$ cat src/sv/avcc_to_annexb_extractor_macros.svh
// ----------------------------------------------------------------------------
// avcc_to_annexb_extractor_macros.svh
// Assertion macros used by the extractor top module.
// ----------------------------------------------------------------------------
`ifndef AVCC_TO_ANNEXB_EXTRACTOR_MACROS_SVH
`define AVCC_TO_ANNEXB_EXTRACTOR_MACROS_SVH

// Same-cycle implication, clocked on clk, off while in reset.
`define A2AB_ASSERT_NOW(label, ante, cons) \
    label: assert property (@(posedge clk) disable iff (!rst_n) (ante) |-> (cons)) \
        else $error("a2ab assertion failed");

// Next-cycle implication, clocked on clk, off while in reset.
`define A2AB_ASSERT_NEXT(label, ante, cons) \
    label: assert property (@(posedge clk) disable iff (!rst_n) (ante) |=> (cons)) \
        else $error("a2ab assertion failed");

`endif

$ cat src/sv/a2ab_pkg.sv
// ----------------------------------------------------------------------------
// a2ab_pkg
// Types and codes for the avcC to Annex B extractor.
// ----------------------------------------------------------------------------
package a2ab_pkg;

    typedef enum logic [3:0] {
        PH_HEAD     = 4'd0,
        PH_SPS_HI   = 4'd1,
        PH_SPS_LO   = 4'd2,
        PH_SPS_DATA = 4'd3,
        PH_PPS_CNT  = 4'd4,
        PH_PPS_HI   = 4'd5,
        PH_PPS_LO   = 4'd6,
        PH_PPS_DATA = 4'd7,
        PH_TRAIL    = 4'd8,
        PH_ANNEXB   = 4'd9,
        PH_SINK     = 4'd10
    } phase_t;

    localparam logic [1:0] ST_OK        = 2'd0;
    localparam logic [1:0] ST_ANNEXB    = 2'd1;
    localparam logic [1:0] ST_MALFORMED = 2'd2;

    localparam logic [7:0] VERSION_ONE  = 8'h01;
    localparam logic [2:0] POS_MAX      = 3'd7;

    // Results that one input byte causes, handed from parser to emitter.
    typedef struct packed {
        logic       sc;        // four start code bytes
        logic       sc_empty;  // zero length unit: last start code byte ends it
        logic       dat;       // one parameter set byte
        logic [7:0] byte_val;
        logic       sec;
        logic       dat_end;
        logic       stat;      // status result follows the bytes
        logic [1:0] st;
    } desc_t;

endpackage

$ cat src/sv/a2ab_parser.sv
// ----------------------------------------------------------------------------
// a2ab_parser
// Record state machine: updates on each accepted byte and describes the
// results that byte causes.
// ----------------------------------------------------------------------------
module a2ab_parser
    import a2ab_pkg::*;
(
    input  logic       clk,
    input  logic       rst_n,
    input  logic       take,
    input  logic [7:0] in_byte,
    input  logic       in_final,
    output desc_t      desc,
    output logic       desc_any
);

    phase_t      phase_reg,  phase_next;
    logic [2:0]  pos_reg,    pos_next;
    logic [7:0]  len_hi_reg, len_hi_next;
    logic [15:0] rem_reg,    rem_next;
    logic [23:0] prefix_reg, prefix_next;
    logic        err_reg,    err_next;

    logic [15:0] len_full;
    logic [15:0] rem_dec;
    logic        sec_pps;

    always_ff @(posedge clk or negedge rst_n)
    begin
        if (!rst_n)
        begin
            phase_reg  <= PH_HEAD;
            pos_reg    <= '0;
            len_hi_reg <= '0;
            rem_reg    <= '0;
            prefix_reg <= '0;
            err_reg    <= 1'b0;
        end
        else if (take)
        begin
            phase_reg  <= phase_next;
            pos_reg    <= pos_next;
            len_hi_reg <= len_hi_next;
            rem_reg    <= rem_next;
            prefix_reg <= prefix_next;
            err_reg    <= err_next;
        end
    end

    assign len_full = {len_hi_reg, in_byte};
    assign rem_dec  = (rem_reg != 16'd0) ? rem_reg - 16'd1 : 16'd0;
    assign sec_pps  = (phase_reg == PH_PPS_LO) || (phase_reg == PH_PPS_DATA);

    always_comb
    begin
        phase_next  = phase_reg;
        pos_next    = (pos_reg == POS_MAX) ? POS_MAX : pos_reg + 3'd1;
        len_hi_next = len_hi_reg;
        rem_next    = rem_reg;
        prefix_next = prefix_reg;
        err_next    = err_reg;
        desc        = '0;

        case (phase_reg)
            PH_HEAD:
            begin
                if (pos_reg == 3'd0)
                    err_next = (in_byte != VERSION_ONE);
                if (pos_reg < 3'd3)
                    prefix_next = {prefix_reg[15:0], in_byte};
                else if (pos_reg == 3'd3)
                begin
                    // 00 00 00 01 or 00 00 01 at the head
                    if (((prefix_reg == 24'd0) && (in_byte == 8'd1)) ||
                        (prefix_reg == 24'd1))
                        phase_next = PH_ANNEXB;
                    else if (err_reg)
                        phase_next = PH_SINK;
                end
                else if (pos_reg >= 3'd5)
                    phase_next = PH_SPS_HI;
            end
            PH_SPS_HI:
            begin
                len_hi_next = in_byte;
                phase_next  = PH_SPS_LO;
            end
            PH_PPS_HI:
            begin
                len_hi_next = in_byte;
                phase_next  = PH_PPS_LO;
            end
            PH_SPS_LO, PH_PPS_LO:
            begin
                rem_next      = len_full;
                desc.sc       = 1'b1;
                desc.sc_empty = (len_full == 16'd0);
                desc.sec      = sec_pps;
                if (len_full != 16'd0)
                    phase_next = sec_pps ? PH_PPS_DATA : PH_SPS_DATA;
                else
                    phase_next = sec_pps ? PH_TRAIL : PH_PPS_CNT;
            end
            PH_SPS_DATA, PH_PPS_DATA:
            begin
                rem_next      = rem_dec;
                desc.dat      = 1'b1;
                desc.byte_val = in_byte;
                desc.sec      = sec_pps;
                desc.dat_end  = (rem_dec == 16'd0);
                if (rem_dec == 16'd0)
                    phase_next = sec_pps ? PH_TRAIL : PH_PPS_CNT;
            end
            PH_PPS_CNT:
                phase_next = PH_PPS_HI;
            default:
                ;
        endcase

        if (in_final)
        begin
            desc.stat = 1'b1;
            if (phase_next == PH_ANNEXB)
                desc.st = ST_ANNEXB;
            else if ((phase_next == PH_TRAIL) && !err_next)
                desc.st = ST_OK;
            else
                desc.st = ST_MALFORMED;
            // back to reset state for the next record
            phase_next  = PH_HEAD;
            pos_next    = '0;
            len_hi_next = '0;
            rem_next    = '0;
            prefix_next = '0;
            err_next    = 1'b0;
        end
    end

    assign desc_any = desc.sc | desc.dat | desc.stat;

endmodule

$ cat src/sv/a2ab_emitter.sv
// ----------------------------------------------------------------------------
// a2ab_emitter
// Result register: holds one byte's results and hands them out one per
// cycle while out_ready is high; reloads when empty or as the last leaves.
// ----------------------------------------------------------------------------
module a2ab_emitter
    import a2ab_pkg::*;
(
    input  logic       clk,
    input  logic       rst_n,
    input  logic       load,
    input  desc_t      desc,
    output logic       free,
    output logic       out_valid,
    input  logic       out_ready,
    output logic       has_byte,
    output logic [7:0] out_byte,
    output logic       section,
    output logic       unit_end,
    output logic       has_status,
    output logic [1:0] status
);

    logic [2:0] sc_left_reg;
    logic       dat_reg;
    logic       stat_reg;
    logic [7:0] byte_reg;
    logic       sec_reg;
    logic       dend_reg;
    logic       scend_reg;
    logic [1:0] st_reg;

    logic [2:0] cnt;
    logic       fire;

    assign cnt       = sc_left_reg + {2'b00, dat_reg} + {2'b00, stat_reg};
    assign out_valid = (cnt != 3'd0);
    assign fire      = out_valid && out_ready;
    assign free      = (cnt == 3'd0) || (out_ready && (cnt == 3'd1));

    always_ff @(posedge clk or negedge rst_n)
    begin
        if (!rst_n)
        begin
            sc_left_reg <= '0;
            dat_reg     <= 1'b0;
            stat_reg    <= 1'b0;
        end
        else if (load)
        begin
            sc_left_reg <= desc.sc ? 3'd4 : 3'd0;
            dat_reg     <= desc.dat;
            stat_reg    <= desc.stat;
        end
        else if (fire)
        begin
            if (sc_left_reg != 3'd0)
                sc_left_reg <= sc_left_reg - 3'd1;
            else if (dat_reg)
                dat_reg <= 1'b0;
            else
                stat_reg <= 1'b0;
        end
    end

    always_ff @(posedge clk)
    begin
        if (load)
        begin
            byte_reg  <= desc.byte_val;
            sec_reg   <= desc.sec;
            dend_reg  <= desc.dat_end;
            scend_reg <= desc.sc_empty;
            st_reg    <= desc.st;
        end
    end

    always_comb
    begin
        has_byte   = 1'b0;
        out_byte   = 8'd0;
        section    = 1'b0;
        unit_end   = 1'b0;
        has_status = 1'b0;
        status     = ST_OK;
        if (sc_left_reg != 3'd0)
        begin
            // start code 00 00 00 01, last byte when one is left
            has_byte = 1'b1;
            out_byte = (sc_left_reg == 3'd1) ? 8'd1 : 8'd0;
            section  = sec_reg;
            unit_end = (sc_left_reg == 3'd1) && scend_reg;
        end
        else if (dat_reg)
        begin
            has_byte = 1'b1;
            out_byte = byte_reg;
            section  = sec_reg;
            unit_end = dend_reg;
        end
        else if (stat_reg)
        begin
            has_status = 1'b1;
            status     = st_reg;
        end
    end

endmodule

$ cat src/sv/avcc_to_annexb_extractor.sv
// ----------------------------------------------------------------------------
// avcc_to_annexb_extractor
// Extracts the first SPS and PPS of an avcC record as Annex B units.
// ----------------------------------------------------------------------------
//  channel | dir | contents
//  s_*     | in  | tdata[7:0] record byte, tlast final byte of record
//  m_*     | out | tdata byte/status, tuser kind flags, tlast unit end
//
//  One record byte is taken per cycle while the result register keeps up.
//  A length low byte yields five results at most (start code + status), so
//  it holds the input until they leave, as does a final data byte.
//  Ready comes from the result register: it is free, or its last pending
//  result leaves this cycle. Reset (rst_n low, async) returns to header.
// ----------------------------------------------------------------------------
`include "avcc_to_annexb_extractor_macros.svh"

module avcc_to_annexb_extractor
    import a2ab_pkg::*;
(
    input  logic        clk,
    input  logic        rst_n,
    input  logic        s_tvalid,
    output logic        s_tready,
    input  logic [7:0]  s_tdata,   // [7:0] in_byte
    input  logic        s_tlast,   // in_final
    output logic        m_tvalid,
    input  logic        m_tready,
    output logic [15:0] m_tdata,   // [7:0] out_byte, [9:8] status, rest zero
    output logic [2:0]  m_tuser,   // [0] has_byte, [1] section, [2] has_status
    output logic        m_tlast    // unit_end
);

    desc_t      desc;
    logic       desc_any;
    logic       take;
    logic       free;
    logic       has_byte;
    logic [7:0] out_byte;
    logic       section;
    logic       unit_end;
    logic       has_status;
    logic [1:0] status;

    assign s_tready = free;
    assign take     = s_tvalid && free;

    a2ab_parser u_parser (
        .clk      (clk),
        .rst_n    (rst_n),
        .take     (take),
        .in_byte  (s_tdata),
        .in_final (s_tlast),
        .desc     (desc),
        .desc_any (desc_any)
    );

    a2ab_emitter u_emitter (
        .clk        (clk),
        .rst_n      (rst_n),
        .load       (take && desc_any),
        .desc       (desc),
        .free       (free),
        .out_valid  (m_tvalid),
        .out_ready  (m_tready),
        .has_byte   (has_byte),
        .out_byte   (out_byte),
        .section    (section),
        .unit_end   (unit_end),
        .has_status (has_status),
        .status     (status)
    );

    assign m_tdata = {6'd0, status, out_byte};
    assign m_tuser = {has_status, section, has_byte};
    assign m_tlast = unit_end;

    `A2AB_ASSERT_NOW(a_idle_ready, !m_tvalid, s_tready)
    `A2AB_ASSERT_NOW(a_status_no_byte, m_tvalid && has_status, !has_byte && !unit_end)
    `A2AB_ASSERT_NOW(a_end_on_byte, m_tvalid && unit_end, has_byte)
    `A2AB_ASSERT_NOW(a_status_code, m_tvalid && has_status, status != 2'd3)
    `A2AB_ASSERT_NEXT(a_sc_holds, m_tvalid && has_byte && !m_tready, m_tvalid && has_byte)

endmodule
$ cat config.mk
export PLATFORM = sky130hd
export DESIGN_NAME = avcc_to_annexb_extractor
export DESIGN_NICKNAME = d
export VERILOG_FILES = /design/src/sv/a2ab_pkg.sv /design/src/sv/a2ab_parser.sv /design/src/sv/a2ab_emitter.sv /design/src/sv/avcc_to_annexb_extractor.sv
export VERILOG_INCLUDE_DIRS = /design/src /design/src/sv
export SDC_FILE = /design/constraint.sdc
export NUM_CORES = 1
export LEC_CHECK = 0
export CAP_MARGIN = 20
export CORE_MARGIN = 4
export CORE_UTILIZATION = 25
export DETAILED_ROUTE_END_ITERATION = 8
export DONT_BUFFER_PORTS = 1
export GPL_TIMING_DRIVEN = 0
export PLACE_DENSITY = 0.47
export SYNTH_ARGS = -nofsm -noshare
export SYNTH_HDL_FRONTEND = slang
export SYNTH_HIERARCHICAL = 1
export SYNTH_SLANG_ARGS = --single-unit
export TNS_END_PERCENT = 50
$ cat constraint.sdc
create_clock -name clk -period 3.2 [get_ports clk]
set_input_delay 0.48 -clock clk [delete_from_list [all_inputs] [get_ports clk]]
set_output_delay 0.48 -clock clk [all_outputs]
set_load 0.01 [all_outputs]
==> results of run 1 <==
[area by class of cell]
type,instances,area (um^2)
clock inverter,6,62.56
sequential,74,1917
clock buffer,10,250.2
multi-input combinational,316,2175
timing repair buffer,1,27.53
buffer,36,202.7
inverter,20,76.32
tap,220,275.3
fill,1739,11770
[layer usage]
layer  vias to the layer above  routed length (um)  global-route usage, %
li1                       1679                   -                      -
met1                      1771                5797                  17.39
met2                       112                5329                  18.73
met3                        27                 707                  3.877
met4                         0                 421                  5.252
met5                         -                   0                      0
[power by group through the flow]
stage / Combinational (mW) / Clock, mW / Sequential (mW)
6_report: 2.70 / 1.06 / 1.46
5_1_grt: 2.94 / 1.13 / 1.49
4_1_cts: 2.65 / 1.09 / 1.46
3_5_place_dp: 2.59 / 0 / 1.47
3_3_place_gp: 2.59 / 0 / 1.47
2_1_floorplan: 2.03 / 0 / 1.40
[stage by stage]
| stage | hold WS (ns) | setup slack (ns) |
|---|---|---|
| floorplan | 0.1844 | -0.01571 |
| global placement | 0.1870 | -0.8709 |
| detailed placement | 0.1868 | -0.9266 |
| CTS | 0.01532 | 0.006256 |
| global route | 0.02984 | 0.00003153 |
| finish | 0.01587 | 0.08641 |
[cells by family (layout without fill, tap and decap cells)]
kind of cell	Yosys count	count (layout)
compound gates	136	136
other cells	1	6
mux	5	5
xor+xnor	6	6
simple gates	152	152
buf+inv	58	73
fa+ha+maj	11	11
flops	74	74
[cells in the mapped netlist, drive strengths merged, types with 8 or more instances]
| cell type | count |
|---|---|
| dfrtp | 61 |
| a22o | 43 |
| nand2 | 32 |
| nor2 | 31 |
| o21ai | 29 |
| clkbuf | 22 |
| inv | 19 |
| a21oi | 18 |
| and3 | 18 |
| buf | 16 |
| edfxtp | 13 |
| nor4 | 13 |
| ha | 10 |
| nand2b | 10 |
| and2 | 8 |
| nor3 | 8 |
| o2bb2ai | 8 |
[repair_timing]
action | 4_1_cts | 5_1_grt
cloned | 0 | 0
gates resized for setup | 10 | 8
pin swaps | 0 | 0
hold endpoints to repair | 61 | 0
setup endpoints to repair | 56 | 50
setup buffers | 0 | 0
hold buffers | 1 | 0
[path summary, 6_finish.rpt]
check | startpoint | endpoint | slack (ns) | cells after the start
min reg2reg | u_parser/prefix_reg[20] | u_parser/prefix_reg[20] | 0.51 | 1
max reg2reg | u_parser/rem_reg[0] | u_emitter/st_reg[1] | 0.09 | 11
min | rst_n | u_parser/prefix_reg[13] | 0.02 | 1
max in group asynchronous | rst_n | u_parser/phase_reg[2] | 2.92 | 1
min in group clk | s_tlast | u_parser/pos_reg[2] | 0.22 | 1
max | u_parser/rem_reg[0] | u_emitter/st_reg[1] | 0.09 | 11
==> impl_metrics.json, run 1 <==
{
  "cts_max_level": 3,
  "synth_top_family_by_area": "compound AO/OA/AOI/OAI gates",
  "grt_pass1_vias": 3467,
  "num_antenna_cells": 0,
  "synth.distinct_cells": 71,
  "root_buffer": "clkbuf_16",
  "worst-path-max-fanout": 9,
  "hp-class": "input pin to async pin",
  "synth_edf_count": 13,
  "die_w_um": 139.3,
  "p_per_area_mw_per_mm2": 1045,
  "async_reset_ff_share_pct": 82.43,
  "crit_required_ns": 3.37,
  "synth.area.top_cells": "dfrtp_1, edfxtp_1, a22o_1, ha_1, o21ai_0",
  "dieHeight_um": 139.3,
  "drive_gt1_share_pct": 12.31,
  "coreArea_mm2": 0.01676,
  "nNetsFinal": 482,
  "grt_overflow": 0,
  "rows": 47,
  "die_area_mm2": 0.01941,
  "rsz0062_at_grt": "no",
  "wl_per_cell_um": 17.94,
  "internal_power_mw": 2.944,
  "mostFrequentLayoutCells": "dfrtp_1, a22o_1, nand2_1, nor2_1, o21ai_0",
  "antenna_found_initial": 0,
  "tns_ns": 0,
  "end_kind": "flip-flop",
  "cp-start-kind": "flip-flop",
  "grt_pass1_wl_um": 19630,
  "fin_total_pwr_mw": 5.212,
  "period_minus_slack_ns": 3.114,
  "cpLargestDelayFamily": "compound AO/OA/AOI/OAI gates",
  "synth_cells": 443,
  "pin_count": 35,
  "ctsLongestPathBuffers": 2,
  "maxSlewHeadroom_pct": 42.35,
  "synth_xor_area_share_pct": 1.219,
  "synth-seq-area-share_pct": 44.46,
  "dp_hpwl_um": 8628,
  "clk_pin_slew_ns": 0.06,
  "crit_slowest_cell": "dfrtp_1",
  "outcome": "finished, final reports clean",
  "fin_util_pct": 29.75,
  "vias": 3589,
  "finClkSkew_ns": 0.006557,
  "cp.arrival_ns": 3.29,
  "layout_commonest_cell": "dfrtp_1",
  "dr.pass1.iters": 5,
  "drcViolationCount": 0,
  "portBuffers": 0,
  "timing.fmax_mhz": 321.2,
  "finalHoldViolCount": 0,
  "setup_viol": 0,
  "stdcell_area_mm2": 0.004986,
  "postRouteAntennaNets": 0,
  "cts.sink_count": 74,
  "dpl.cell_count": 668,
  "final_max_slew_viol_count": 0,
  "synth_mux_area_share_pct": 1.335,
  "synth.ff_latch_count": 74,
  "synthFlopType": "dfrtp_1",
  "gp_congestion": 0.8817,
  "switchingPower_mw": 2.268,
  "avgViaCountPerCell": 5.255,
  "initial_core_util_pct": 25.73,
  "min_period_over_period_pct": 97.30,
  "synth_top_area_share_pct": 35.40,
  "cts_buffers": 9,
  "cap_violations": 0,
  "irDropWorstVdd_mv": 0.3319,
  "area_growth_pct": 15.64,
  "tritoncts": "done",
  "stdcell_count": 683,
  "tightestPinTransition_ns": 0.8569,
  "synth-compound-area-share_pct": 23.53,
  "dr.first_iter.drc_count": 307,
  "cpPeakStageDelay_ns": 0.43,
  "switching_share_pct": 43.51,
  "placed_area_mm2": 0.004606,
  "critical_path_buf_inv_count": 3,
  "combPwrFrac_pct": 51.7,
  "synth_top_area_cell": "dfrtp_1",
  "yosys.area_share.simple_pct": 19.59,
  "seq_power_share_pct": 28.0,
  "clockPowerShare_pct": 20.3,
  "avgSynthCellArea_um2": 9.733,
  "largest_reg_flops": 24,
  "drt_wl_total_um": 12260,
  "grt_max_degree": 62,
  "path_cells": "inv_1, ha_1, buf_4, or3b_1, clkbuf_1, nor4b_1, o21ai_0, a221o_1, o21ba_4, a211o_1, a31oi_1",
  "clock_latency_ns": 0.34,
  "ys_warn_count": 6,
  "track_usage_pct": 12.73,
  "synth_fa_ha_area_share_pct": 3.366,
  "p_leak_nw": 2.168,
  "synth_area_mm2": 0.004312,
  "critPathKind": "flip-flop to flip-flop"
}
Power figures use the tool's default switching activity.
==> run 2: changes to the inputs <==
--- a/config.mk
+++ b/config.mk
@@ -8,11 +8,11 @@
 export LEC_CHECK = 0
 export CAP_MARGIN = 20
 export CORE_MARGIN = 4
-export CORE_UTILIZATION = 25
+export CORE_UTILIZATION = 58
 export DETAILED_ROUTE_END_ITERATION = 8
 export DONT_BUFFER_PORTS = 1
 export GPL_TIMING_DRIVEN = 0
-export PLACE_DENSITY = 0.47
+export PLACE_DENSITY = 0.83
 export SYNTH_ARGS = -nofsm -noshare
 export SYNTH_HDL_FRONTEND = slang
 export SYNTH_HIERARCHICAL = 1
==> run 2 against run 1 <==
Combinational power barely moved. Sequential power barely moved. Worst hold slack improved by 0.20 ns. Via count rose by 1.1%. Flip-flop and latch count did not move. Routed wire length fell by 14%. Clock skew barely moved. Critical path type unchanged. Critical endpoint is now u_emitter/st_reg[0]. Largest cell class unchanged. Largest power group unchanged. Highest routed layer unchanged.
==> impl_metrics.json, run 2 (synthesis results as in run 1) <==
{
  "wl_per_cell_um": 18.72,
  "clk_pin_slew_ns": 0.09,
  "path_cells": "inv_1, ha_1, buf_4, nor3b_2, nand4_1, mux2_4, or4b_4, o21ba_4, a21o_1, and4_1",
  "maxSlewHeadroom_pct": 39.06,
  "grt_max_degree": 62,
  "critPathKind": "flip-flop to flip-flop",
  "ctsLongestPathBuffers": 2,
  "worst-path-max-fanout": 9,
  "setup_viol": 0,
  "stdcell_count": 563,
  "rows": 31,
  "switchingPower_mw": 2.236,
  "track_usage_pct": 24.77,
  "crit_slowest_cell": "or4b_4",
  "drt_wl_total_um": 10540,
  "seq_power_share_pct": 30.2,
  "hp-class": "input pin to flip-flop",
  "root_buffer": "clkbuf_8",
  "cts_buffers": 9,
  "cpPeakStageDelay_ns": 0.56,
  "clock_latency_ns": 0.35,
  "cap_violations": 0,
  "switching_share_pct": 46.34,
  "drcViolationCount": 0,
  "combPwrFrac_pct": 55.6,
  "tritoncts": "done",
  "mostFrequentLayoutCells": "dfrtp_1, a22o_1, nand2_1, nor2_1, o21ai_0",
  "coreArea_mm2": 0.007253,
  "irDropWorstVdd_mv": 0.7699,
  "fin_util_pct": 65.00,
  "cpLargestDelayFamily": "simple AND/OR/NAND/NOR gates",
  "dr.pass1.iters": 5,
  "pre_cts_ws_ns": -0.7055,
  "end_kind": "flip-flop",
  "outcome": "finished, final reports clean",
  "die_area_mm2": 0.008877,
  "finalHoldViolCount": 0,
  "period_minus_slack_ns": 3.100,
  "p_per_area_mw_per_mm2": 1023,
  "die_w_um": 94.22,
  "grt_pass1_vias": 3368,
  "dp_hpwl_um": 7437,
  "dieHeight_um": 94.22,
  "timing.fmax_mhz": 322.6,
  "largest_reg_flops": 24,
  "area_growth_pct": 9.344,
  "drive_gt1_share_pct": 12.50,
  "num_antenna_cells": 0,
  "dr.first_iter.drc_count": 421,
  "cts.sink_count": 74,
  "tns_ns": 0,
  "tightestPinTransition_ns": 0.9058,
  "setup_ws_ns": 0.09989,
  "clockPowerShare_pct": 14.2,
  "p_leak_nw": 2.111,
  "pin_count": 35,
  "initial_core_util_pct": 59.44,
  "rsz0062_at_grt": "yes",
  "cp-start-kind": "flip-flop",
  "final_max_slew_viol_count": 0,
  "nNetsFinal": 483,
  "portBuffers": 0,
  "gp_congestion": 0.9857,
  "grt_overflow": 0,
  "dpl.cell_count": 547,
  "critical_path_buf_inv_count": 2,
  "internal_power_mw": 2.589,
  "postRouteAntennaNets": 0,
  "n_fill_cell": 589,
  "min_period_over_period_pct": 96.88,
  "grt_pass1_wl_um": 17060,
  "finClkSkew_ns": 0.006424,
  "cp.arrival_ns": 3.21,
  "cts_setup_buffers": 0,
  "crit_required_ns": 3.31,
  "layout_commonest_cell": "dfrtp_1",
  "fin_total_pwr_mw": 4.825,
  "cts_max_level": 3,
  "vias": 3628,
  "avgViaCountPerCell": 6.444,
  "antenna_found_initial": 0
}
-- run 2: cell types whose count changed in the layout (fill, tap and decap cells not counted), sizes merged --
cell	previous run	this run
inv	20	25
bufinv	1	0
clkinv	4	1
clkbuf	30	29
dlygate4sd3	0	1
-- run 2: final timing paths --
| check | slack [ns] | from | cells past startpoint | endpoint |
|---|---|---|---|---|
| max | 0.1 | u_parser/rem_reg[0] | 10 | u_emitter/st_reg[0] |
| min | 0.21 | s_tlast | 1 | u_parser/pos_reg[2] |
| max reg2reg | 0.1 | u_parser/rem_reg[0] | 10 | u_emitter/st_reg[0] |
| min reg2reg | 0.52 | u_parser/prefix_reg[22] | 1 | u_parser/prefix_reg[22] |
| max in group asynchronous | 2.30 | rst_n | 2 | u_parser/pos_reg[0] |
| min in group asynchronous | 0.66 | rst_n | 2 | u_emitter/sc_left_reg[2] |
-- run 2: power by group through the flow --
| stage | combinational, mW | clock (mW) | sequential (mW) |
|---|---|---|---|
| final | 2.68 | 0.684 | 1.46 |
| after global routing | 2.93 | 0.735 | 1.49 |
| after CTS | 2.59 | 0.696 | 1.45 |
| after detailed placement | 2.54 | 0 | 1.47 |
| after global placement | 2.48 | 0 | 1.46 |
| after floorplan | 2.03 | 0 | 1.40 |
-- run 2: final cells by class --
| class | instances | area (um^2) | area share (%) |
|---|---|---|---|
| multi-input cells | 316 | 2176 | 46.15 |
| clock inverters | 7 | 57.56 | 1.221 |
| repair buffers | 2 | 37.54 | 0.7962 |
| clock buffers | 9 | 123.9 | 2.627 |
| well taps | 99 | 123.9 | 2.627 |
| plain buffers | 36 | 202.7 | 4.299 |
| inverters | 20 | 76.32 | 1.619 |
| flip-flops and latches | 74 | 1917 | 40.66 |
-- run 2: per-stage QoR --
step                hold WS [ns]  area (um^2)
global placement          0.1862         4454
finish                    0.2124         4715
global route              0.1991         4715
CTS                       0.1977         4691
detailed placement        0.1861         4454
floorplan                 0.1844         4330
-- run 2: repair_timing --
action	4_1_cts	5_1_grt
pin swaps	0	1
resized for setup	9	8
setup endpoints to repair	49	43
hold buffers	2	0
hold endpoints to repair	61	0
-- run 2: worst register-to-register path: stages (launching register included) --
cell,delay (ns)
dfrtp_1,0.44
inv_1,0.14
ha_1,0.16
buf_4,0.15
nor3b_2,0.24
nand4_1,0.18
mux2_4,0.35
or4b_4,0.56
o21ba_4,0.25
a21o_1,0.20
and4_1,0.20
-- run 2: layer usage --
layer  part of all wire, %  track usage, %  vias up
li1                      -               -     1681
met1                    44           35.21     1738
met2                    46           37.23      182
met3                   8.2           5.288       27
met4                   2.2           9.025        0
met5                     0               0        -
